[config.mk]
export PLATFORM = sky130hd
export DESIGN_NAME = zigzag_row_transposition_top
export DESIGN_NICKNAME = d
export VERILOG_FILES = /design/src/design/zrt_pkg.sv /design/src/design/zrt_ctrl.sv /design/src/design/zrt_dp.sv /design/src/design/zigzag_row_transposition_top.sv
export SDC_FILE = /design/constraint.sdc
export NUM_CORES = 1
export LEC_CHECK = 0
export BUFFER_PORTS_ARGS = -buffer_cell sky130_fd_sc_hd__buf_4
export CAP_MARGIN = 10
export CORE_ASPECT_RATIO = 1.5
export CORE_MARGIN = 5
export CORE_UTILIZATION = 55
export DETAILED_ROUTE_END_ITERATION = 10
export GPL_TIMING_DRIVEN = 0
export MAX_ROUTING_LAYER = met4
export PLACE_DENSITY = 0.73
export SYNTH_ARGS = -nofsm -noshare
export SYNTH_HDL_FRONTEND = slang
export SYNTH_SLANG_ARGS = --single-unit
[constraint.sdc]
create_clock -name clk -period 10.6 [get_ports clk]
set_input_delay 1.06 -clock clk [delete_from_list [all_inputs] [get_ports clk]]
set_output_delay 1.06 -clock clk [all_outputs]
set_load 0.01 [all_outputs]
[src/design/zrt_pkg.sv]
// Package for the zigzag row transposition block.
// Holds the controller states, command/status structs and fixed constants.
// No dependencies.
`default_nettype none

package zrt_pkg;

	// fixed field widths
	localparam int unsigned DATA_W = 8;
	localparam int unsigned ROWS_W = 7;

	// register file
	localparam int unsigned APB_DATA_W = 32;
	localparam int unsigned APB_ADDR_W = 3;
	localparam logic        REG_NUM_ROWS = 1'b0;  // word index of num_rows
	localparam logic [ROWS_W-1:0] NUM_ROWS_RESET = 7'd1;

	// controller states
	typedef enum logic [1:0] {
		ST_LOAD,
		ST_SETUP,
		ST_READ,
		ST_OUT
	} state_t;

	// controller to datapath
	typedef struct packed {
		logic wr_byte;  // store or drop the accepted byte
		logic start;    // set up the burst walk
		logic rd;       // read buffer at the walk position
		logic advance;  // output beat taken, step the walk
	} cmd_t;

	// datapath to controller
	typedef struct packed {
		logic zero_burst;  // nothing to emit for this string
		logic burst_end;   // current position is the final one
	} status_t;

endpackage

`default_nettype wire

[src/design/zrt_ctrl.sv]
// Controller state machine for the zigzag row transposition block.
// Sequences load, burst setup, buffer read and output beats.
// Depends on zrt_pkg.
`default_nettype none

module zrt_ctrl (
	input  wire logic             clk,
	input  wire logic             arst_n,
	input  wire logic             in_valid,
	input  wire logic             end_of_string,
	input  wire logic             out_stall,
	input  wire zrt_pkg::status_t status,
	output logic                  in_stall,
	output logic                  out_valid,
	output zrt_pkg::cmd_t         cmd
);

	zrt_pkg::state_t state_q;
	zrt_pkg::state_t state_d;

	// state register
	always_ff @(posedge clk or negedge arst_n) begin
		if (!arst_n) begin
			state_q <= zrt_pkg::ST_LOAD;
		end else begin
			state_q <= state_d;
		end
	end

	// next state
	always_comb begin
		state_d = state_q;
		unique case (state_q)
			zrt_pkg::ST_LOAD: begin
				if (in_valid && end_of_string) begin
					state_d = zrt_pkg::ST_SETUP;
				end
			end
			zrt_pkg::ST_SETUP: begin
				state_d = status.zero_burst ? zrt_pkg::ST_LOAD : zrt_pkg::ST_READ;
			end
			zrt_pkg::ST_READ: begin
				state_d = zrt_pkg::ST_OUT;
			end
			zrt_pkg::ST_OUT: begin
				if (!out_stall) begin
					state_d = status.burst_end ? zrt_pkg::ST_LOAD : zrt_pkg::ST_READ;
				end
			end
			default: state_d = zrt_pkg::ST_LOAD;
		endcase
	end

	// outputs and commands
	always_comb begin
		in_stall    = 1'b1;
		out_valid   = 1'b0;
		cmd         = '0;
		unique case (state_q)
			zrt_pkg::ST_LOAD: begin
				in_stall    = 1'b0;
				cmd.wr_byte = in_valid;
			end
			zrt_pkg::ST_SETUP: begin
				cmd.start = 1'b1;
			end
			zrt_pkg::ST_READ: begin
				cmd.rd = 1'b1;
			end
			zrt_pkg::ST_OUT: begin
				out_valid   = 1'b1;
				cmd.advance = !out_stall;
			end
			default: begin
				in_stall = 1'b1;
			end
		endcase
	end

endmodule

`default_nettype wire

[src/design/zrt_dp.sv]
// Datapath for the zigzag row transposition block: byte buffer, fill count,
// overflow flag and the rail walker that generates read positions.
// Depends on zrt_pkg.
`default_nettype none

module zrt_dp #(
	parameter int unsigned MAX_LEN = 64
) (
	input  wire logic                         clk,
	input  wire logic                         arst_n,
	input  wire zrt_pkg::cmd_t                cmd,
	input  wire logic [zrt_pkg::DATA_W-1:0]   char_in,
	input  wire logic [zrt_pkg::ROWS_W-1:0]   num_rows,
	output zrt_pkg::status_t                  status,
	output logic [zrt_pkg::DATA_W-1:0]        char_out,
	output logic                              last_out,
	output logic                              truncated
);

	localparam int unsigned CW = $clog2(MAX_LEN + 1);  // count and rail width
	localparam int unsigned AW = $clog2(MAX_LEN);      // buffer address width
	localparam int unsigned PW = CW + 1;               // period width
	localparam int unsigned NW = CW + 2;               // next position width
	localparam int unsigned KW = 8;                    // rails compare width

	logic [zrt_pkg::DATA_W-1:0] mem_q [MAX_LEN];
	logic [zrt_pkg::DATA_W-1:0] rdata_q;

	logic [CW-1:0] count_q;
	logic          overflow_q;
	logic [CW-1:0] rails_q;
	logic [PW-1:0] period_q;
	logic [CW-1:0] rail_q;
	logic [AW-1:0] pos_q;
	logic          phase_q;

	logic          room;
	logic [CW-1:0] rails_d;
	logic [PW-1:0] period_d;
	logic [PW-1:0] two_r;
	logic [PW-1:0] step_sel;
	logic [PW-1:0] step;
	logic [NW-1:0] next_pos;
	logic [CW-1:0] rail_next;
	logic          more_in_rail;
	logic          more_rails;

	assign room = (count_q < CW'(MAX_LEN));

	// rails are clamped to the string length
	always_comb begin
		if (KW'(num_rows) < KW'(count_q)) begin
			rails_d = CW'(num_rows);
		end else begin
			rails_d = count_q;
		end
		period_d = (rails_d > CW'(1)) ? ({rails_d, 1'b0} - PW'(2)) : PW'(1);
	end

	// walk steps alternate between period-2r and 2r; a zero step means edge rail
	always_comb begin
		two_r        = {rail_q, 1'b0};
		step_sel     = phase_q ? two_r : (period_q - two_r);
		step         = (step_sel == '0) ? period_q : step_sel;
		next_pos     = NW'(pos_q) + NW'(step);
		more_in_rail = (next_pos < NW'(count_q));
		rail_next    = rail_q + CW'(1);
		more_rails   = (rail_next < rails_q);
	end

	assign status.zero_burst = (num_rows == '0) || (count_q == '0);
	assign status.burst_end  = !more_in_rail && !more_rails;

	// buffer write and registered read
	always_ff @(posedge clk) begin
		if (cmd.wr_byte && room) begin
			mem_q[count_q[AW-1:0]] <= char_in;
		end
		if (cmd.rd) begin
			rdata_q <= mem_q[pos_q];
		end
	end

	// fill count and overflow flag
	always_ff @(posedge clk or negedge arst_n) begin
		if (!arst_n) begin
			count_q    <= '0;
			overflow_q <= 1'b0;
		end else if (cmd.wr_byte) begin
			if (room) begin
				count_q <= count_q + CW'(1);
			end else begin
				overflow_q <= 1'b1;
			end
		end else if ((cmd.start && status.zero_burst) ||
		             (cmd.advance && status.burst_end)) begin
			count_q    <= '0;
			overflow_q <= 1'b0;
		end
	end

	// rail walker
	always_ff @(posedge clk or negedge arst_n) begin
		if (!arst_n) begin
			rails_q  <= '0;
			period_q <= '0;
			rail_q   <= '0;
			pos_q    <= '0;
			phase_q  <= 1'b0;
		end else if (cmd.start) begin
			rails_q  <= rails_d;
			period_q <= period_d;
			rail_q   <= '0;
			pos_q    <= '0;
			phase_q  <= 1'b0;
		end else if (cmd.advance) begin
			if (more_in_rail) begin
				pos_q   <= next_pos[AW-1:0];
				phase_q <= !phase_q;
			end else if (more_rails) begin
				rail_q  <= rail_next;
				pos_q   <= rail_next[AW-1:0];
				phase_q <= 1'b0;
			end
		end
	end

	assign char_out  = rdata_q;
	assign last_out  = status.burst_end;
	assign truncated = overflow_q;

endmodule

`default_nettype wire

[src/design/zigzag_row_transposition_top.sv]
// After the end-marked beat the controller enters setup, which returns to loading
// for an empty burst; each output beat is a buffer read, then a present state held
// while out_stall is high. One input byte per cycle while loading; output beats are
// not back to back, as each needs a registered read. Input stalls during a burst.
// Reset clears control state and sets num_rows to 1; buffer contents are undefined.
`default_nettype none

module zigzag_row_transposition_top #(
	parameter int unsigned MAX_LEN = 64
) (
	input  wire logic                              clk,
	input  wire logic                              arst_n,
	// input channel
	input  wire logic                              in_valid,
	output logic                                   in_stall,
	input  wire logic [zrt_pkg::DATA_W-1:0]        char_in,
	input  wire logic                              end_of_string,
	// output channel
	output logic                                   out_valid,
	input  wire logic                              out_stall,
	output logic [zrt_pkg::DATA_W-1:0]             char_out,
	output logic                                   last_out,
	output logic                                   truncated,
	// configuration port
	input  wire logic                              psel,
	input  wire logic                              penable,
	input  wire logic                              pwrite,
	input  wire logic [zrt_pkg::APB_ADDR_W-1:0]    paddr,
	input  wire logic [zrt_pkg::APB_DATA_W-1:0]    pwdata,
	output logic [zrt_pkg::APB_DATA_W-1:0]         prdata,
	output logic                                   pready
);

	logic [zrt_pkg::ROWS_W-1:0] num_rows_q;
	logic                       reg_sel;
	zrt_pkg::cmd_t              cmd;
	zrt_pkg::status_t           status;

	assign pready  = 1'b1;
	assign reg_sel = (paddr[2] == zrt_pkg::REG_NUM_ROWS);

	// register write
	always_ff @(posedge clk or negedge arst_n) begin
		if (!arst_n) begin
			num_rows_q <= zrt_pkg::NUM_ROWS_RESET;
		end else if (psel && penable && pwrite && pready && reg_sel) begin
			num_rows_q <= pwdata[zrt_pkg::ROWS_W-1:0];
		end
	end

	// register read
	always_comb begin
		prdata = '0;
		if (reg_sel) begin
			prdata = zrt_pkg::APB_DATA_W'(num_rows_q);
		end
	end

	zrt_ctrl u_ctrl (
		.clk           (clk),
		.arst_n        (arst_n),
		.in_valid      (in_valid),
		.end_of_string (end_of_string),
		.out_stall     (out_stall),
		.status        (status),
		.in_stall      (in_stall),
		.out_valid     (out_valid),
		.cmd           (cmd)
	);

	zrt_dp #(
		.MAX_LEN (MAX_LEN)
	) u_dp (
		.clk       (clk),
		.arst_n    (arst_n),
		.cmd       (cmd),
		.char_in   (char_in),
		.num_rows  (num_rows_q),
		.status    (status),
		.char_out  (char_out),
		.last_out  (last_out),
		.truncated (truncated)
	);

`ifndef SYNTHESIS
	// no input beat is taken while a result is on offer
	a_excl: assert property (@(posedge clk) disable iff (!arst_n)
		out_valid |-> in_stall)
		else $error("input accepted during output beat");

	// the final beat ends the burst
	a_last_end: assert property (@(posedge clk) disable iff (!arst_n)
		(out_valid && !out_stall && last_out) |=> (!out_valid && !in_stall))
		else $error("burst continued past last beat");

	// the overflow mark holds across one burst
	a_trunc: assert property (@(posedge clk) disable iff (!arst_n)
		(out_valid && !out_stall && !last_out) |=> $stable(truncated))
		else $error("truncated changed within a burst");

	// a taken non-final beat is followed by a read cycle, never a back-to-back beat
	a_gap: assert property (@(posedge clk) disable iff (!arst_n)
		(out_valid && !out_stall && !last_out) |=> (!out_valid ##1 out_valid))
		else $error("output walk did not resume");
`endif

endmodule

`default_nettype wire

==> results_dict.tcl <==
set metrics [dict create \
    r2r-end "u_dp.pos_q[2]" \
    synth_top_area_share_pct 65.43 \
    crit_path_end_kind "output port" \
    synthTopCellsByArea "edfxtp_1 (65%), mux4_2 (16%), dfrtp_1 (4.7%)" \
    startpoint "u_dp.period_q[1]" \
    rsz0062_at_grt "no" \
    postLayoutCoreUtil_pct 62.01 \
    clk_latency_ns 0.59 \
    path_max_fanout 9 \
    drtAntennaViolNets 0 \
    clockRootBuffer "clkbuf_16" \
    timing.rr.start "u_dp.period_q[1]" \
    grt_pass1_wl_mm 79.98 \
    period_share_pct 66.07 \
    synth_cell_types 71 \
    power_mw 6.743 \
    synth_area_per_cell_sq_um 19.02 \
    critPathKind "flip-flop to output port" \
    yosysWarnings 0 \
    die_area_sq_um 47740 \
    tns_ns 0 \
    synthArstFlopShare_pct 8.127 \
    core_area_sq_um 42940 \
    worst-r2r-setup-slack_ns 4.87 \
    vias 12110 \
    max-cap-violations 0 \
    period_needed_ns 7.003 \
    rows 93 \
    grt_overflow 0 \
    critPathLaunchType "flip-flop" \
    setup_viol 0 \
    final_common_cell "edfxtp_1" \
    wl_mm 53.57 \
    fillers 2965 \
    hold_viol 0 \
    syn_area_sq_um 23870 \
    clock-sinks 566 \
    synth_edf_count 520 \
    post_cts_buffers 0 \
    r2r_cells 23 \
    routedWlPerCell_microns 27.00 \
    regArea_sq_um 16770 \
    drt_iter0_drc 1190 \
    syn-instance-count 1255 \
    io_buffer_count 42 \
    cts_tree "done" \
    start_util_pct 55.58 \
    leakagePower_nw 8.801 \
    grt_pass1_vias 12460 \
    yosys.area.top_type "edfxtp_1" \
    hold_class "input port to asynchronous set/reset pin" \
    drc_errors 0 \
    worstPathArrival_ns 5.94 \
    cp_data_required_time_ns 9.54 \
    globalplace.congestion 0.9390 \
    ys_seq_area_share_pct 70.26 \
    place_inst 1891 \
    fin_ws_ns 3.597 \
    antenna_found_initial 2 \
    dieWidth_microns 180.1 \
    pre_cts_slack_ns 4.307 \
    cts.path.max_buffers 3 \
    ys_ff_latch 566 \
    multi_input_area_sq_um 6635 \
    ir_worst_vdd_mv 0.1616 \
    io_pins 96 \
    cts_resized 0 \
    status "completed" \
    power_density_nw_per_um2 253.3 \
    report.final.slew_viol_count 0 \
    drive_above_1_share_pct 25.14 \
    htree_levels 2 \
    dieHeight_microns 265.1 \
    grt.total_usage_pct 23.15 \
    cts-hold-fix-buffers 0 \
    areaGrowthSynthToFinish_pct 11.57 \
    layout.nets 1462 \
    vias_per_cell 6.104 \
    synth_ff_type "edfxtp_1" \
    hpwl_mm 36.66 \
    maxSlewHeadroom_pct 27.05 \
    stdcell_count 1984 \
    crit_path_end "last_out" \
    finalClockSkew_ns 0.02755 \
    grt_max_degree 65 \
    final_cell_mix "edfxtp_1 (520), mux4_2 (168), nor2_1 (106), buf_4 (69), clkbuf_16 (50)" \
    fmax_mhz 142.8 \
    tightest_slew_ns 1.094 \
    numCtsBuffers 49 \
    clk_pin_slew_ns 0.07 \
    firstDrtPassIters 6 \
]
cells in the mapped netlist (10+ instances only):
cell type,instances
edfxtp_1,520
mux4_2,168
nor2_1,106
nand2_1,46
dfrtp_1,45
ha_1,37
clkbuf_1,29
inv_1,28
buf_4,27
a21oi_1,18
a21o_1,16
buf_2,16
nand3_1,15
mux2i_1,14
o21ai_0,12
nor2b_1,10
nor3_1,10
xnor2_1,10
worst min-delay path by stage:
stage	cells after the start	slack, ns	end	start
after floorplan	2	0.45	u_dp.rails_q[1]	u_dp.rails_q[1]
after global placement	2	0.46	u_dp.rails_q[2]	u_dp.rails_q[2]
after detailed placement	2	0.47	u_dp.rails_q[3]	u_dp.rails_q[3]
after CTS	2	0.49	u_dp.rails_q[3]	u_dp.rails_q[3]
after global routing	2	0.52	u_dp.rails_q[4]	u_dp.rails_q[4]
final	1	0.49	u_dp.period_q[7]	arst_n
cells by family (layout without fill, tap and decap cells):
kind of cell	Yosys count	in the layout	synth area share, %
buf+inv	111	244	2.317
flops	566	566	70.26
mux	198	198	17.20
compound gates	108	108	3.387
xor+xnor	19	19	0.6973
fa+ha+maj	39	39	2.108
simple gates	212	212	4.006
other cells	2	28	0.03147
report_power, final:
part	internal, mW	switching [mW]
sequential	2.52	0.0617
clock	1.02	0.792
combinational	1.06	1.29
worst max-delay path, stage by stage (launching register included):
cell and delay, ns:
dfrtp_1 0.38, inv_1 0.08, ha_1 0.15, inv_1 0.05, fa_1 0.48, nor4b_2 0.30, a21oi_1 0.06, or2_1 0.28
nor3_1 0.24, nor3b_1 0.60, a221o_1 0.31, ha_1 0.25, a21o_1 0.17, a21o_1 0.20, a21o_1 0.20, a21oi_1 0.17
xnor2_1 0.17, ha_1 0.27, a21o_1 0.16, a21oi_1 0.23, o211a_1 0.20, buf_6 0.14, nor2_1 0.07, buf_4 0.20
through the flow:
step / hold slack [ns] / cell area [sq um]
after floorplan: 0.4498 / 23960
after global placement: 0.4642 / 24980
after detailed placement: 0.4711 / 24980
after CTS: 0.4851 / 26620
after global routing: 0.5212 / 26630
final: 0.4865 / 26630
routing by layer:
layer / routed length [microns] / up-vias / track usage, %
li1: - / 5245 / -
met1: 18840 / 6240 / 27.02
met2: 28730 / 490 / 40.33
met3: 3464 / 136 / 3.789
met4: 2535 / 0 / 9.591
met5: 0 / - / -
area by class of cell:
| type | count | area share [%] |
|---|---|---|
| sequential | 566 | 62.97 |
| clock buffer | 58 | 4.849 |
| timing repair buffer | 42 | 1.184 |
| multi-input combinational | 602 | 24.92 |
| clock inverter | 33 | 1.302 |
| inverter | 29 | 0.4088 |
| antenna | 2 | 0.01880 |
| tap | 570 | 2.678 |
| buffer | 82 | 1.668 |
sequential cells by signal, indices dropped and copies added (netlist names):
name	flops
u_dp.pos_q	6
u_dp.rail_q	7
u_dp.rails_q	7
u_ctrl.state_q	2
u_dp.char_out	8
u_dp.mem_q	512
u_dp.phase_q	1
u_dp.truncated	1
u_dp.period_q	8
u_dp.count_q	7
num_rows_q	7
No activity file was read; power rests on OpenSTA's default activity.
